### config.mk
export PLATFORM = sky130hd
export DESIGN_NAME = fixed_partition_fit_allocator_core
export DESIGN_NICKNAME = d
export VERILOG_FILES = /design/src/fpfa_pkg.sv /design/src/fixed_partition_fit_allocator_core.sv /design/src/fpfa_cell.sv
export SDC_FILE = /design/constraint.sdc
export NUM_CORES = 2
export LEC_CHECK = 0
export BUFFER_PORTS_ARGS = -buffer_cell sky130_fd_sc_hd__buf_2
export CAP_MARGIN = 10
export CORE_ASPECT_RATIO = 0.5
export CORE_UTILIZATION = 55
export DETAILED_ROUTE_END_ITERATION = 6
export PLACE_DENSITY = 0.71
export SLEW_MARGIN = 20
export SYNTH_ARGS = -nofsm -noshare
export SYNTH_HDL_FRONTEND = slang
export SYNTH_SLANG_ARGS = --single-unit
### constraint.sdc
create_clock -name aclk -period 11.6 [get_ports aclk]
set_input_delay 1.16 -clock aclk [delete_from_list [all_inputs] [get_ports aclk]]
set_output_delay 1.16 -clock aclk [all_outputs]
set_load 0.02 [all_outputs]
### src/fpfa_pkg.sv
// ----------------------------------------------------------------------------
// fpfa_pkg
// Shared types and constants of the fixed-partition fit allocator: field
// widths, function, mode and status codes, and the records that run along
// the row of partition cells.
// ----------------------------------------------------------------------------
package fpfa_pkg;

    localparam int MAX_BLOCKS     = 64;
    localparam int NUM_BLOCKS_DEF = 16;

    localparam int IDX_W  = $clog2(MAX_BLOCKS);
    localparam int SIZE_W = 16;
    localparam int SUM_W  = SIZE_W + IDX_W;
    localparam int FREE_W = 20;
    localparam int FUNC_W = 2;
    localparam int MODE_W = 2;
    localparam int ACT_W  = 5;
    localparam int STAT_W = 2;
    localparam int GIDX_W = 4;
    localparam int BIDX_W = 4;
    localparam int ADDR_W = 3;
    localparam int DATA_W = 32;

    // Item functions
    localparam logic [FUNC_W-1:0] FN_LOAD  = 2'd0;
    localparam logic [FUNC_W-1:0] FN_ALLOC = 2'd1;
    localparam logic [FUNC_W-1:0] FN_CLEAR = 2'd2;

    // Placement policies; the spare code behaves as first fit
    localparam logic [MODE_W-1:0] FIT_FIRST = 2'd0;
    localparam logic [MODE_W-1:0] FIT_BEST  = 2'd1;
    localparam logic [MODE_W-1:0] FIT_WORST = 2'd2;

    // Result status
    localparam logic [STAT_W-1:0] ST_OK      = 2'd0;
    localparam logic [STAT_W-1:0] ST_NOFIT   = 2'd1;
    localparam logic [STAT_W-1:0] ST_INVALID = 2'd2;

    // Register map, indexed by paddr[2]
    localparam logic REG_FIT_MODE = 1'b0;
    localparam logic REG_ACTIVE   = 1'b1;

    localparam logic [MODE_W-1:0] FIT_MODE_RST = FIT_FIRST;
    localparam logic [ACT_W-1:0]  ACTIVE_RST   = 5'd16;
    localparam logic [FREE_W-1:0] FREE_MAX     = '1;

    // Record handed from cell to cell during a sweep
    typedef struct packed {
        logic              valid;
        logic              found;
        logic [IDX_W-1:0]  pick;
        logic [SIZE_W-1:0] pick_size;
        logic [SUM_W-1:0]  sum;
    } tok_t;

    // Broadcast control from the sequencer to every cell
    typedef struct packed {
        logic              load_en;
        logic              clear_en;
        logic              alloc_en;
        logic [IDX_W-1:0]  ld_idx;
        logic [SIZE_W-1:0] ld_size;
        logic [IDX_W-1:0]  al_idx;
        logic              seek;
        logic [SIZE_W-1:0] req;
        logic [MODE_W-1:0] mode;
        logic [ACT_W-1:0]  active;
    } ctl_t;

endpackage

### src/fixed_partition_fit_allocator_core.sv
// ----------------------------------------------------------------------------
// fixed_partition_fit_allocator_core
// Fixed-partition allocator with first, best and worst fit placement over a
// row of partition cells, with an APB-style register port.
// ----------------------------------------------------------------------------
// The block holds NUM_BLOCKS partitions, one per cell in a row. An item is a
// load (set one partition's size and free it), an allocate (grant a free
// active partition at least the requested size, chosen by fit_mode) or a
// clear (free everything). Every item gives exactly one result carrying the
// status, the granted partition, the internal fragment and the total free
// size of the active partitions after the item. The sweep record enters the
// row the cycle after intake and walks it through each cell's register; it
// is then captured, and the grant is committed as the output register is
// loaded. One item is in work at a time; s_ready returns the cycle after the
// result is loaded, so a result held by m_ready low delays the next
// acceptance by the stall. A new item may be accepted while the previous
// result still waits on m_ready.
// Registers: 0x0 fit_mode (0 first, 1 best, 2 worst, 3 as first fit),
// 0x4 active_blocks (partitions in use from index zero; values above
// NUM_BLOCKS act as NUM_BLOCKS). Write registers only while idle.
// ----------------------------------------------------------------------------
module fixed_partition_fit_allocator_core import fpfa_pkg::*; #(
    parameter int NUM_BLOCKS = NUM_BLOCKS_DEF
) (
    input  logic              aclk,
    input  logic              aresetn,
    // configuration port
    input  logic              psel,
    input  logic              penable,
    input  logic              pwrite,
    input  logic [ADDR_W-1:0] paddr,
    input  logic [DATA_W-1:0] pwdata,
    output logic [DATA_W-1:0] prdata,
    output logic              pready,
    // input items
    input  logic              s_valid,
    output logic              s_ready,
    input  logic [FUNC_W-1:0] s_func,
    input  logic [BIDX_W-1:0] s_block_index,
    input  logic [SIZE_W-1:0] s_size,
    // result items
    output logic              m_valid,
    input  logic              m_ready,
    output logic [STAT_W-1:0] m_status,
    output logic [GIDX_W-1:0] m_granted_index,
    output logic [SIZE_W-1:0] m_fragment,
    output logic [FREE_W-1:0] m_free_total
);

    typedef enum logic [2:0] {
        ST_IDLE  = 3'b001,
        ST_SWEEP = 3'b010,
        ST_DRAIN = 3'b100
    } state_t;

    state_t            state_reg, state_next;
    logic [MODE_W-1:0] fit_mode_reg;
    logic [ACT_W-1:0]  active_reg;
    logic              launch_reg;
    logic [FUNC_W-1:0] op_func_reg;
    logic [SIZE_W-1:0] op_size_reg;
    logic              op_bad_reg;
    tok_t              fin_reg;
    logic              m_valid_reg;
    logic [STAT_W-1:0] m_status_reg;
    logic [GIDX_W-1:0] m_gidx_reg;
    logic [SIZE_W-1:0] m_frag_reg;
    logic [FREE_W-1:0] m_free_reg;

    logic              cfg_wr;
    logic              s_fire;
    logic              idx_ok;
    logic              in_bad;
    logic              out_free;
    logic              drain_fire;
    ctl_t              ctl;
    tok_t              tok_w [NUM_BLOCKS+1];
    logic [NUM_BLOCKS:0] tok_vld;

    logic [STAT_W-1:0] res_status;
    logic [GIDX_W-1:0] res_gidx;
    logic [SIZE_W-1:0] res_frag;
    logic [SUM_W-1:0]  res_diff;
    logic [FREE_W-1:0] res_free;

    // ---------------------------------------------------------------------
    // Register port: zero wait states, decode on paddr[2]
    // ---------------------------------------------------------------------
    assign pready = 1'b1;
    assign cfg_wr = psel && penable && pwrite && pready;

    always_comb begin
        unique case (paddr[2])
            REG_FIT_MODE: prdata = DATA_W'(fit_mode_reg);
            REG_ACTIVE:   prdata = DATA_W'(active_reg);
            default:      prdata = '0;
        endcase
    end

    // ---------------------------------------------------------------------
    // Item intake: classify on arrival, apply loads and clears at once
    // ---------------------------------------------------------------------
    assign s_ready = (state_reg == ST_IDLE);
    assign s_fire  = s_valid && s_ready;
    assign idx_ok  = (IDX_W+1)'(s_block_index) < (IDX_W+1)'(NUM_BLOCKS);

    always_comb begin
        unique case (s_func)
            FN_LOAD:  in_bad = !idx_ok;
            FN_ALLOC: in_bad = (s_size == '0);
            FN_CLEAR: in_bad = 1'b0;
            default:  in_bad = 1'b1;
        endcase
    end

    assign out_free   = !m_valid_reg || m_ready;
    assign drain_fire = (state_reg == ST_DRAIN) && out_free;

    always_comb begin
        ctl.load_en  = s_fire && (s_func == FN_LOAD) && idx_ok;
        ctl.clear_en = s_fire && (s_func == FN_CLEAR);
        ctl.alloc_en = drain_fire && fin_reg.found;
        ctl.ld_idx   = IDX_W'(s_block_index);
        ctl.ld_size  = s_size;
        ctl.al_idx   = fin_reg.pick;
        ctl.seek     = (op_func_reg == FN_ALLOC) && !op_bad_reg;
        ctl.req      = op_size_reg;
        ctl.mode     = fit_mode_reg;
        ctl.active   = active_reg;
    end

    // ---------------------------------------------------------------------
    // Row of cells: the sweep record enters cell 0 the cycle after intake,
    // so it sees the table with the load or clear already applied
    // ---------------------------------------------------------------------
    always_comb begin
        tok_w[0]       = '0;
        tok_w[0].valid = launch_reg;
    end

    for (genvar k = 0; k < NUM_BLOCKS; k++) begin : g_cell
        fpfa_cell #(
            .CELL_IDX (k)
        ) u_cell (
            .aclk    (aclk),
            .aresetn (aresetn),
            .ctl     (ctl),
            .tok_in  (tok_w[k]),
            .tok_out (tok_w[k+1])
        );
    end

    for (genvar k = 0; k <= NUM_BLOCKS; k++) begin : g_vld
        assign tok_vld[k] = tok_w[k].valid;
    end

    // ---------------------------------------------------------------------
    // Result: the sweep sum counts the granted partition as still free, so
    // drop its size before saturating
    // ---------------------------------------------------------------------
    always_comb begin
        if (op_bad_reg) begin
            res_status = ST_INVALID;
        end else if ((op_func_reg == FN_ALLOC) && !fin_reg.found) begin
            res_status = ST_NOFIT;
        end else begin
            res_status = ST_OK;
        end
        res_gidx = fin_reg.found ? fin_reg.pick[GIDX_W-1:0] : '0;
        res_frag = fin_reg.found ? (fin_reg.pick_size - op_size_reg) : '0;
        res_diff = fin_reg.sum - (fin_reg.found ? SUM_W'(fin_reg.pick_size) : SUM_W'(0));
        res_free = (res_diff > SUM_W'(FREE_MAX)) ? FREE_MAX : res_diff[FREE_W-1:0];
    end

    // ---------------------------------------------------------------------
    // Sequencer
    // ---------------------------------------------------------------------
    always_comb begin
        state_next = state_reg;
        unique case (state_reg)
            ST_IDLE:  if (s_fire) begin
                state_next = ST_SWEEP;
            end
            ST_SWEEP: if (tok_w[NUM_BLOCKS].valid) begin
                state_next = ST_DRAIN;
            end
            ST_DRAIN: if (out_free) begin
                state_next = ST_IDLE;
            end
            default:  state_next = ST_IDLE;
        endcase
    end

    always_ff @(posedge aclk) begin
        if (!aresetn) begin
            state_reg    <= ST_IDLE;
            launch_reg   <= 1'b0;
            m_valid_reg  <= 1'b0;
            fit_mode_reg <= FIT_MODE_RST;
            active_reg   <= ACTIVE_RST;
        end else begin
            state_reg  <= state_next;
            launch_reg <= s_fire;
            if (drain_fire) begin
                m_valid_reg <= 1'b1;
            end else if (m_ready) begin
                m_valid_reg <= 1'b0;
            end
            if (cfg_wr) begin
                unique case (paddr[2])
                    REG_FIT_MODE: fit_mode_reg <= pwdata[MODE_W-1:0];
                    REG_ACTIVE:   active_reg   <= pwdata[ACT_W-1:0];
                    default:      ;
                endcase
            end
        end
    end

    // Payload: hold the item's operands, capture the finished sweep, load
    // the output register when it frees up
    always_ff @(posedge aclk) begin
        if (s_fire) begin
            op_func_reg <= s_func;
            op_size_reg <= s_size;
            op_bad_reg  <= in_bad;
        end
        if ((state_reg == ST_SWEEP) && tok_w[NUM_BLOCKS].valid) begin
            fin_reg <= tok_w[NUM_BLOCKS];
        end
        if (drain_fire) begin
            m_status_reg <= res_status;
            m_gidx_reg   <= res_gidx;
            m_frag_reg   <= res_frag;
            m_free_reg   <= res_free;
        end
    end

    assign m_valid         = m_valid_reg;
    assign m_status        = m_status_reg;
    assign m_granted_index = m_gidx_reg;
    assign m_fragment      = m_frag_reg;
    assign m_free_total    = m_free_reg;

    // ---------------------------------------------------------------------
    // Assertions
    // ---------------------------------------------------------------------
    a_one_sweep: assert property (@(posedge aclk) disable iff (!aresetn)
        $countones(tok_vld) <= 1)
        else $error("more than one sweep record in the row");

    a_exit_in_sweep: assert property (@(posedge aclk) disable iff (!aresetn)
        tok_w[NUM_BLOCKS].valid |-> (state_reg == ST_SWEEP))
        else $error("sweep record left the row outside the sweep state");

    a_grant_fits: assert property (@(posedge aclk) disable iff (!aresetn)
        ((state_reg == ST_DRAIN) && fin_reg.found)
        |-> (((IDX_W+1)'(fin_reg.pick) < (IDX_W+1)'(NUM_BLOCKS))
             && (fin_reg.pick_size >= op_size_reg)))
        else $error("granted partition out of range or too small");

    a_result_from_drain: assert property (@(posedge aclk) disable iff (!aresetn)
        $rose(m_valid_reg) |-> $past(state_reg == ST_DRAIN))
        else $error("result offered without a finished sweep");

endmodule

### src/fpfa_cell.sv
// ----------------------------------------------------------------------------
// fpfa_cell
// One partition of the table: holds its size and used mark, and updates the
// passing sweep record with its fit candidate and its share of free space.
// ----------------------------------------------------------------------------
module fpfa_cell import fpfa_pkg::*; #(
    parameter int CELL_IDX = 0
) (
    input  logic aclk,
    input  logic aresetn,
    input  ctl_t ctl,
    input  tok_t tok_in,
    output tok_t tok_out
);

    localparam logic [IDX_W-1:0] MY_IDX  = IDX_W'(CELL_IDX);
    localparam logic [IDX_W:0]   MY_CMP  = (IDX_W+1)'(CELL_IDX);

    logic [SIZE_W-1:0] size_reg;
    logic              used_reg;
    tok_t              tok_reg;
    tok_t              tok_next;
    logic              active;
    logic              free_here;
    logic              eligible;
    logic              better;
    logic              take;

    always_comb begin
        active    = (IDX_W+1)'(ctl.active) > MY_CMP;
        free_here = active && !used_reg;
        eligible  = ctl.seek && free_here && (size_reg >= ctl.req);
        better    = !tok_in.found
                    || ((ctl.mode == FIT_BEST)  && (size_reg < tok_in.pick_size))
                    || ((ctl.mode == FIT_WORST) && (size_reg > tok_in.pick_size));
        take      = eligible && better;

        tok_next.valid     = tok_in.valid;
        tok_next.found     = tok_in.found || take;
        tok_next.pick      = take ? MY_IDX : tok_in.pick;
        tok_next.pick_size = take ? size_reg : tok_in.pick_size;
        tok_next.sum       = tok_in.sum + (free_here ? SUM_W'(size_reg) : SUM_W'(0));
    end

    always_ff @(posedge aclk) begin
        if (!aresetn) begin
            size_reg <= '0;
            used_reg <= 1'b0;
            tok_reg  <= '0;
        end else begin
            tok_reg <= tok_next;
            if (ctl.clear_en) begin
                used_reg <= 1'b0;
            end
            if (ctl.load_en && (ctl.ld_idx == MY_IDX)) begin
                size_reg <= ctl.ld_size;
                used_reg <= 1'b0;
            end
            if (ctl.alloc_en && (ctl.al_idx == MY_IDX)) begin
                used_reg <= 1'b1;
            end
        end
    end

    assign tok_out = tok_reg;

endmodule
# Yosys cells after proc, flatten, opt, wreduce, memory -nomap -nowiden
# Index checks and enable logic that the tools add are counted.
# totals
regBits,1115
in_bits,64
word_cells,609
# op_classes
mux,88
magnitude_cmp,63
n_bitwise,2
addsub,17
n_reduce_logical,256
eq_ne,41
# ops
operator,count
$mux W16,31
$add A22 B22 Y22,15
$ge A16 B16 Y1,16
$gt A16 B16 Y1,15
$lt A16 B16 Y1,15
$logic_and A1 B1 Y1,135
$pmux W32 S2,1
$eq A6 B4 Y1 const B,8
$reduce_bool A3 Y1,16
$logic_or A1 B1 Y1,46
$gt A5 B4 Y1 const B,8
$mux W1,37
$logic_not A1 Y1,34
$eq A4 B4 Y1 const B,8
$mux W4,8
$reduce_or A2 Y1,15
$eq A6 B3 Y1 const B,4
$gt A22 B20 Y1 const B,1
$sub A22 B16 Y22,1
$mux W3,7
$gt A5 B3 Y1 const B,4
$eq A4 B3 Y1 const B,4
$logic_not A16 Y1,1
$sub A16 B16 Y16,1
22 further kinds,36

# Longest topological paths before layout
# logic_depth
word_depth,6
depth_mapped,16

# By module
# From an unflattened synthesis, not the netlist that was laid out.
# hier_totals
cells_unflattened,7651
hier_area_um2,68946.1
# modules_own_cells
module,seq_area_each_um2,area_each_um2,cells_per_inst,instances
fixed_partition_fit_allocator_core,3423.3,6027.0,498,1
fpfa_cell at g_cell[10].u_cell,1261.2,4007.6,478,1
fpfa_cell at g_cell[13].u_cell,1261.2,3972.6,449,1
fpfa_cell at g_cell[0].u_cell,1261.2,3960.0,443,1
fpfa_cell at g_cell[11].u_cell,1261.2,3960.0,454,1
fpfa_cell at g_cell[9].u_cell,1261.2,3955.0,452,1
fpfa_cell at g_cell[1].u_cell,1261.2,3938.8,453,1
fpfa_cell at g_cell[15].u_cell,1261.2,3932.5,436,1
fpfa_cell at g_cell[12].u_cell,1261.2,3925.0,451,1
fpfa_cell at g_cell[14].u_cell,1261.2,3923.8,449,1
fpfa_cell at g_cell[7].u_cell,1261.2,3923.8,445,1
fpfa_cell at g_cell[3].u_cell,1261.2,3920.0,444,1
fpfa_cell at g_cell[6].u_cell,1261.2,3911.3,436,1
fpfa_cell at g_cell[8].u_cell,1261.2,3902.5,444,1
+3 rows,n/a,n/a,n/a,n/a

# Worst setup path after synthesis
# Ideal clock, no wire load.
# synth_path
kind,input to register
startpoint,input port m_ready
endpoint,register g_cell[0].u_cell.used_reg
cell_stages,7
path_slack_ns,7.297
arrival_ns,4.238
setup_time_ns,0.065
path_cell_list,nor2b_1 nor2b_1 and2_1 or3b_2 nor3_1 a31oi_1 nor2_1
# synth_between
elab_chain_cells,5
# synth_rtl
item,line,source
"start, declared",fixed_partition_fit_allocator_core.sv:43,"input logic m_ready,"
$logic_or A1 B1 Y1 (*),fixed_partition_fit_allocator_core.sv:116,assign out_free = !m_valid_reg || m_ready;
$logic_and A1 B1 Y1 (*),fixed_partition_fit_allocator_core.sv:117,assign drain_fire = (state_reg == ST_DRAIN) && out_free;
via drain_fire,fixed_partition_fit_allocator_core.sv:75,logic drain_fire;
$logic_and A1 B1 Y1 (*),fixed_partition_fit_allocator_core.sv:122,ctl.alloc_en = drain_fire && fin_reg.found;
$logic_and A1 B1 Y1 (*),fpfa_cell.sv:59,if (ctl.alloc_en && (ctl.al_idx == MY_IDX)) begin
$reduce_bool A3 Y1 (no line) / $mux W1 (equally long branches),n/a,
"end signal, assigned",fpfa_cell.sv:53,used_reg <= 1'b0;
"end signal, assigned",fpfa_cell.sv:57,used_reg <= 1'b0;
"end signal, assigned",fpfa_cell.sv:60,used_reg <= 1'b1;
"end, declared",fpfa_cell.sv:20,logic used_reg;
# Mark *: on every way through the listed nets, which the timed path passes. The rest lies on a longest branch.
# A chain may end at the register's enable or synchronous reset.

# Worst setup path in the final report
# layout_path
startpoint,register active_reg[4]
endpoint,"register g_cell[15].u_cell.tok_reg, in the netlist g_cell[15].u_cell.tok_out[20]"
# layout_between
elab_chain_cells,4
# layout_rtl
item,line,source
"start, declared",fixed_partition_fit_allocator_core.sv:58,logic [ACT_W-1:0] active_reg;
"start signal, assigned",fixed_partition_fit_allocator_core.sv:212,REG_ACTIVE: active_reg <= pwdata[ACT_W-1:0];
$gt A5 B4 Y1,fpfa_cell.sv:30,active = (IDX_W+1)'(ctl.active) > MY_CMP;
$logic_and A1 B1 Y1,fpfa_cell.sv:31,free_here = active && !used_reg;
$mux W16,fpfa_cell.sv:42,tok_next.sum = tok_in.sum + (free_here ? SUM_W'(size_reg) : SUM_W'(0));
$add A22 B22 Y22,fpfa_cell.sv:42,
"end signal, assigned",fpfa_cell.sv:51,tok_reg <= tok_next;
"end, declared",fpfa_cell.sv:21,tok_t tok_reg;
# Every way passes these cells.

==> impl_metrics.env <==
export IMPL_status="complete, no violations"
export IMPL_syn_area_mm2=0.0601
export IMPL_die_w_um=469
export IMPL_max_freq_ghz=0.208
export IMPL_postRouteWirelength_um=181000
export IMPL_insertion_delay_ns=0.73
export IMPL_cts_tree="done"
export IMPL_dieArea_mm2=0.111
export IMPL_multi_input_area_mm2=0.0353
export IMPL_drt_iter0_markers=4877
export IMPL_critPathMaxFanout=16
export IMPL_largest_reg_flops=668
export IMPL_gp_congestion=0.958
export IMPL_layout_filler_cells=9336
export IMPL_slew_viol_final=0
export IMPL_grt_pass1_vias=47900
export IMPL_firstDrtPassIters=6
export IMPL_p_per_area_mw_per_mm2=116
export IMPL_synth_avg_cell_area_um2=8.62
export IMPL_grt_max_degree=149
export IMPL_cap_violations=0
export IMPL_wire_per_inst_um=21.4
export IMPL_worst_endpoint_arrival_ns=5.40
export IMPL_core_region_area_mm2=0.108
export IMPL_endpoint_kind="flop"
export IMPL_finClkSkew_ns=0.0274
export IMPL_hold_ws_ns=0.400
export IMPL_drtAntennaViolNets=0
export IMPL_start_util_pct=55.6
export IMPL_areaGrowthSynthToFinish_pct=8.28
export IMPL_rr_endpoint="g_cell[15].u_cell.tok_out[20]"
export IMPL_ys_seq_area_share_pct=36.9
export IMPL_tns_ns=0
export IMPL_relSlewSlack_pct=24.1
export IMPL_post_dp_hpwl_um=130000
export IMPL_yosysTopAreaCellShare_pct=31.7
export IMPL_regToRegSetupSlack_ns=6.79
export IMPL_synth_edf_count=104
export IMPL_portBuffers=83
export IMPL_die_h_um=236
export IMPL_reg2reg_depth=12
export IMPL_post_route_period_util_pct=41.4
export IMPL_yosys_register_bits=1056
export IMPL_worstPathRequired_ns=12.20
export IMPL_cp_startpoint="active_reg[4]"
export IMPL_crit_end="g_cell[15].u_cell.tok_out[20]"
export IMPL_track_usage_pct=31.9
export IMPL_ys_types=97
export IMPL_yosysTopAreaCell="dfxtp_1"
export IMPL_cts_clk_slew_worst_paths_ns=0.07
export IMPL_hold_viol_final=0
export IMPL_ctsRootBufferMaster="clkbuf_16"
export IMPL_crit_type="reg -> reg"
export IMPL_tightest_slew_ns=1.14
export IMPL_cts_sinks=1056
export IMPL_h_tree_depth=3
export IMPL_cts_resized=0
export IMPL_yosysWarningCount=0
export IMPL_vias_per_cell=5.95
export IMPL_grt_pass1_wl_um=276000
export IMPL_p_leak_nw=27.4
export IMPL_synthArstFlopShare_pct=0
export IMPL_nets=7791
export IMPL_ios=141
export IMPL_vias=50300
export IMPL_cts_path_max_buffers=3
export IMPL_postCtsSetupBuffers=0
export IMPL_reg2reg_from="active_reg[4]"
export IMPL_critPathLaunchType="flop"
export IMPL_synth_top_flop_cell="dfxtp_1"
export IMPL_overflow=0
export IMPL_hold_buffers=0
export IMPL_setup_viol_count_final=0
export IMPL_peakVddDrop_mv=0.0964
export IMPL_rsz0062_at_grt="no"
export IMPL_drive_above_1_share_pct=5.63
export IMPL_regArea_mm2=0.0222
export IMPL_synth_cells=6971
export IMPL_min_period_ns=4.81
export IMPL_drcViolationCount=0
export IMPL_rows=85
export IMPL_cts_buffers=95
export IMPL_hold_class="reg -> reg"
export IMPL_netlist_top_cells_area="dfxtp_1, ha_1, nand2_1"
export IMPL_antenna_found_initial=16
==> logic make-up (layout without fill, tap and decap cells) <==
| kind of cell | count (synthesis) | count (layout) | synth area share (%) |
|---|---|---|---|
| XOR/XNOR | 208 | 208 | 3.03 |
| flip-flops | 1056 | 1056 | 36.9 |
| AO/OA/AOI/OAI | 1515 | 1515 | 16.1 |
| buffers and inverters | 679 | 704 | 4.62 |
| AND/OR/NAND/NOR | 2574 | 2574 | 20.2 |
| multiplexers | 152 | 152 | 2.54 |
| adder cells (fa/ha/maj) | 785 | 785 | 16.6 |
| other | 2 | 35 | 0.0125 |
==> synth_stat cells (104+ instances only) <==
cell,count
clkbuf_1,199
a21o_1,157
nor3_1,115
xnor2_1,104
dfxtp_1,952
ha_1,768
nand2_1,996
inv_1,371
a21oi_1,585
nand3_1,226
edfxtp_1,104
o21ai_0,185
and2_1,348
nor2_1,495
xor2_1,104
o31ai_1,146
mux2i_1,150
==> worst max-delay path, cell delays in order, from the launching register on <==
cell and delay, ns:
dfxtp_1 0.65, inv_1 0.30, nor2_1 0.87, nand2_1 0.24, fa_1 0.46, nor2b_1 0.18, o21a_1 0.15, o21ai_0 0.15
a21oi_1 0.36, a21oi_1 0.17, a311oi_1 0.77, nand3_1 0.20, mux2i_1 0.17
==> worst min path at each step <==
stage               depth (start not counted)     endpoint                     startpoint
global route                                0  fin_reg[44]  g_cell[15].u_cell.tok_out[44]
floorplan                                   0      ctl[24]  g_cell[15].u_cell.tok_out[38]
finish                                      0  fin_reg[29]  g_cell[15].u_cell.tok_out[29]
detailed placement                          0      ctl[26]  g_cell[15].u_cell.tok_out[40]
CTS                                         0  fin_reg[29]  g_cell[15].u_cell.tok_out[29]
global placement                            0  fin_reg[11]  g_cell[15].u_cell.tok_out[11]
==> report_power, final <==
group          switching, W  leakage [nW]  total [W]  internal (W)
Sequential        0.0000131          8.62    0.00370       0.00369
Clock               0.00150          1.63    0.00344       0.00194
Combinational      0.000312          17.2   0.000407     0.0000944
Total               0.00182          27.4    0.00755       0.00572
==> area by class of cell <==
cell class	count	area share, %
clock inverter	39	0.852
antenna	7	0.0269
clock buffer	138	4.31
timing repair buffer	155	1.50
inverter	372	2.16
sequential	1056	34.1
multi-input combinational	5262	54.3
tap	1435	2.76
==> stage by stage <==
step / utilization, % / instances / instance area (µm²) / setup slack, ns / power [W]
floorplan: - / 6997 / 60200 / 7.30 / 0.00402
global placement: 57.1 / 8279 / 61600 / 6.57 / 0.00417
detailed placement: 57.1 / 8279 / 61600 / 6.46 / 0.00418
CTS: 60.2 / 8456 / 65000 / 6.89 / 0.00757
global route: 60.2 / 8462 / 65000 / 6.52 / 0.00775
finish: 60.3 / 8464 / 65000 / 6.79 / 0.00755
==> placed cells by master (no fill, tap or decap), types with 72 or more instances in the layout <==
cell       netlist  layout
xor2_1         104     104
nand2_1        996     996
o21ai_0        185     185
ha_1           768     768
dfxtp_1        952     952
edfxtp_1       104     104
and2_1         348     348
clkbuf_16        0      99
nand3_1        226     226
nand4_1         76      76
a21o_1         157     157
o21a_1          92      92
nand2b_1        72      72
buf_2           60      82
nor3_1         115     114
xnor2_1        104     104
inv_1          371     369
nor2_1         495     492
o31ai_1        146     145
mux2i_1        150     150
a21oi_1        585     579
==> layer usage <==
metal,part of all wire (%),GRT usage [%]
met5,0,0
met1,45,44.9
met2,43,49.4
met3,8.1,4.92
met4,3.8,11.8
No activity file was read; power rests on OpenSTA's default activity.
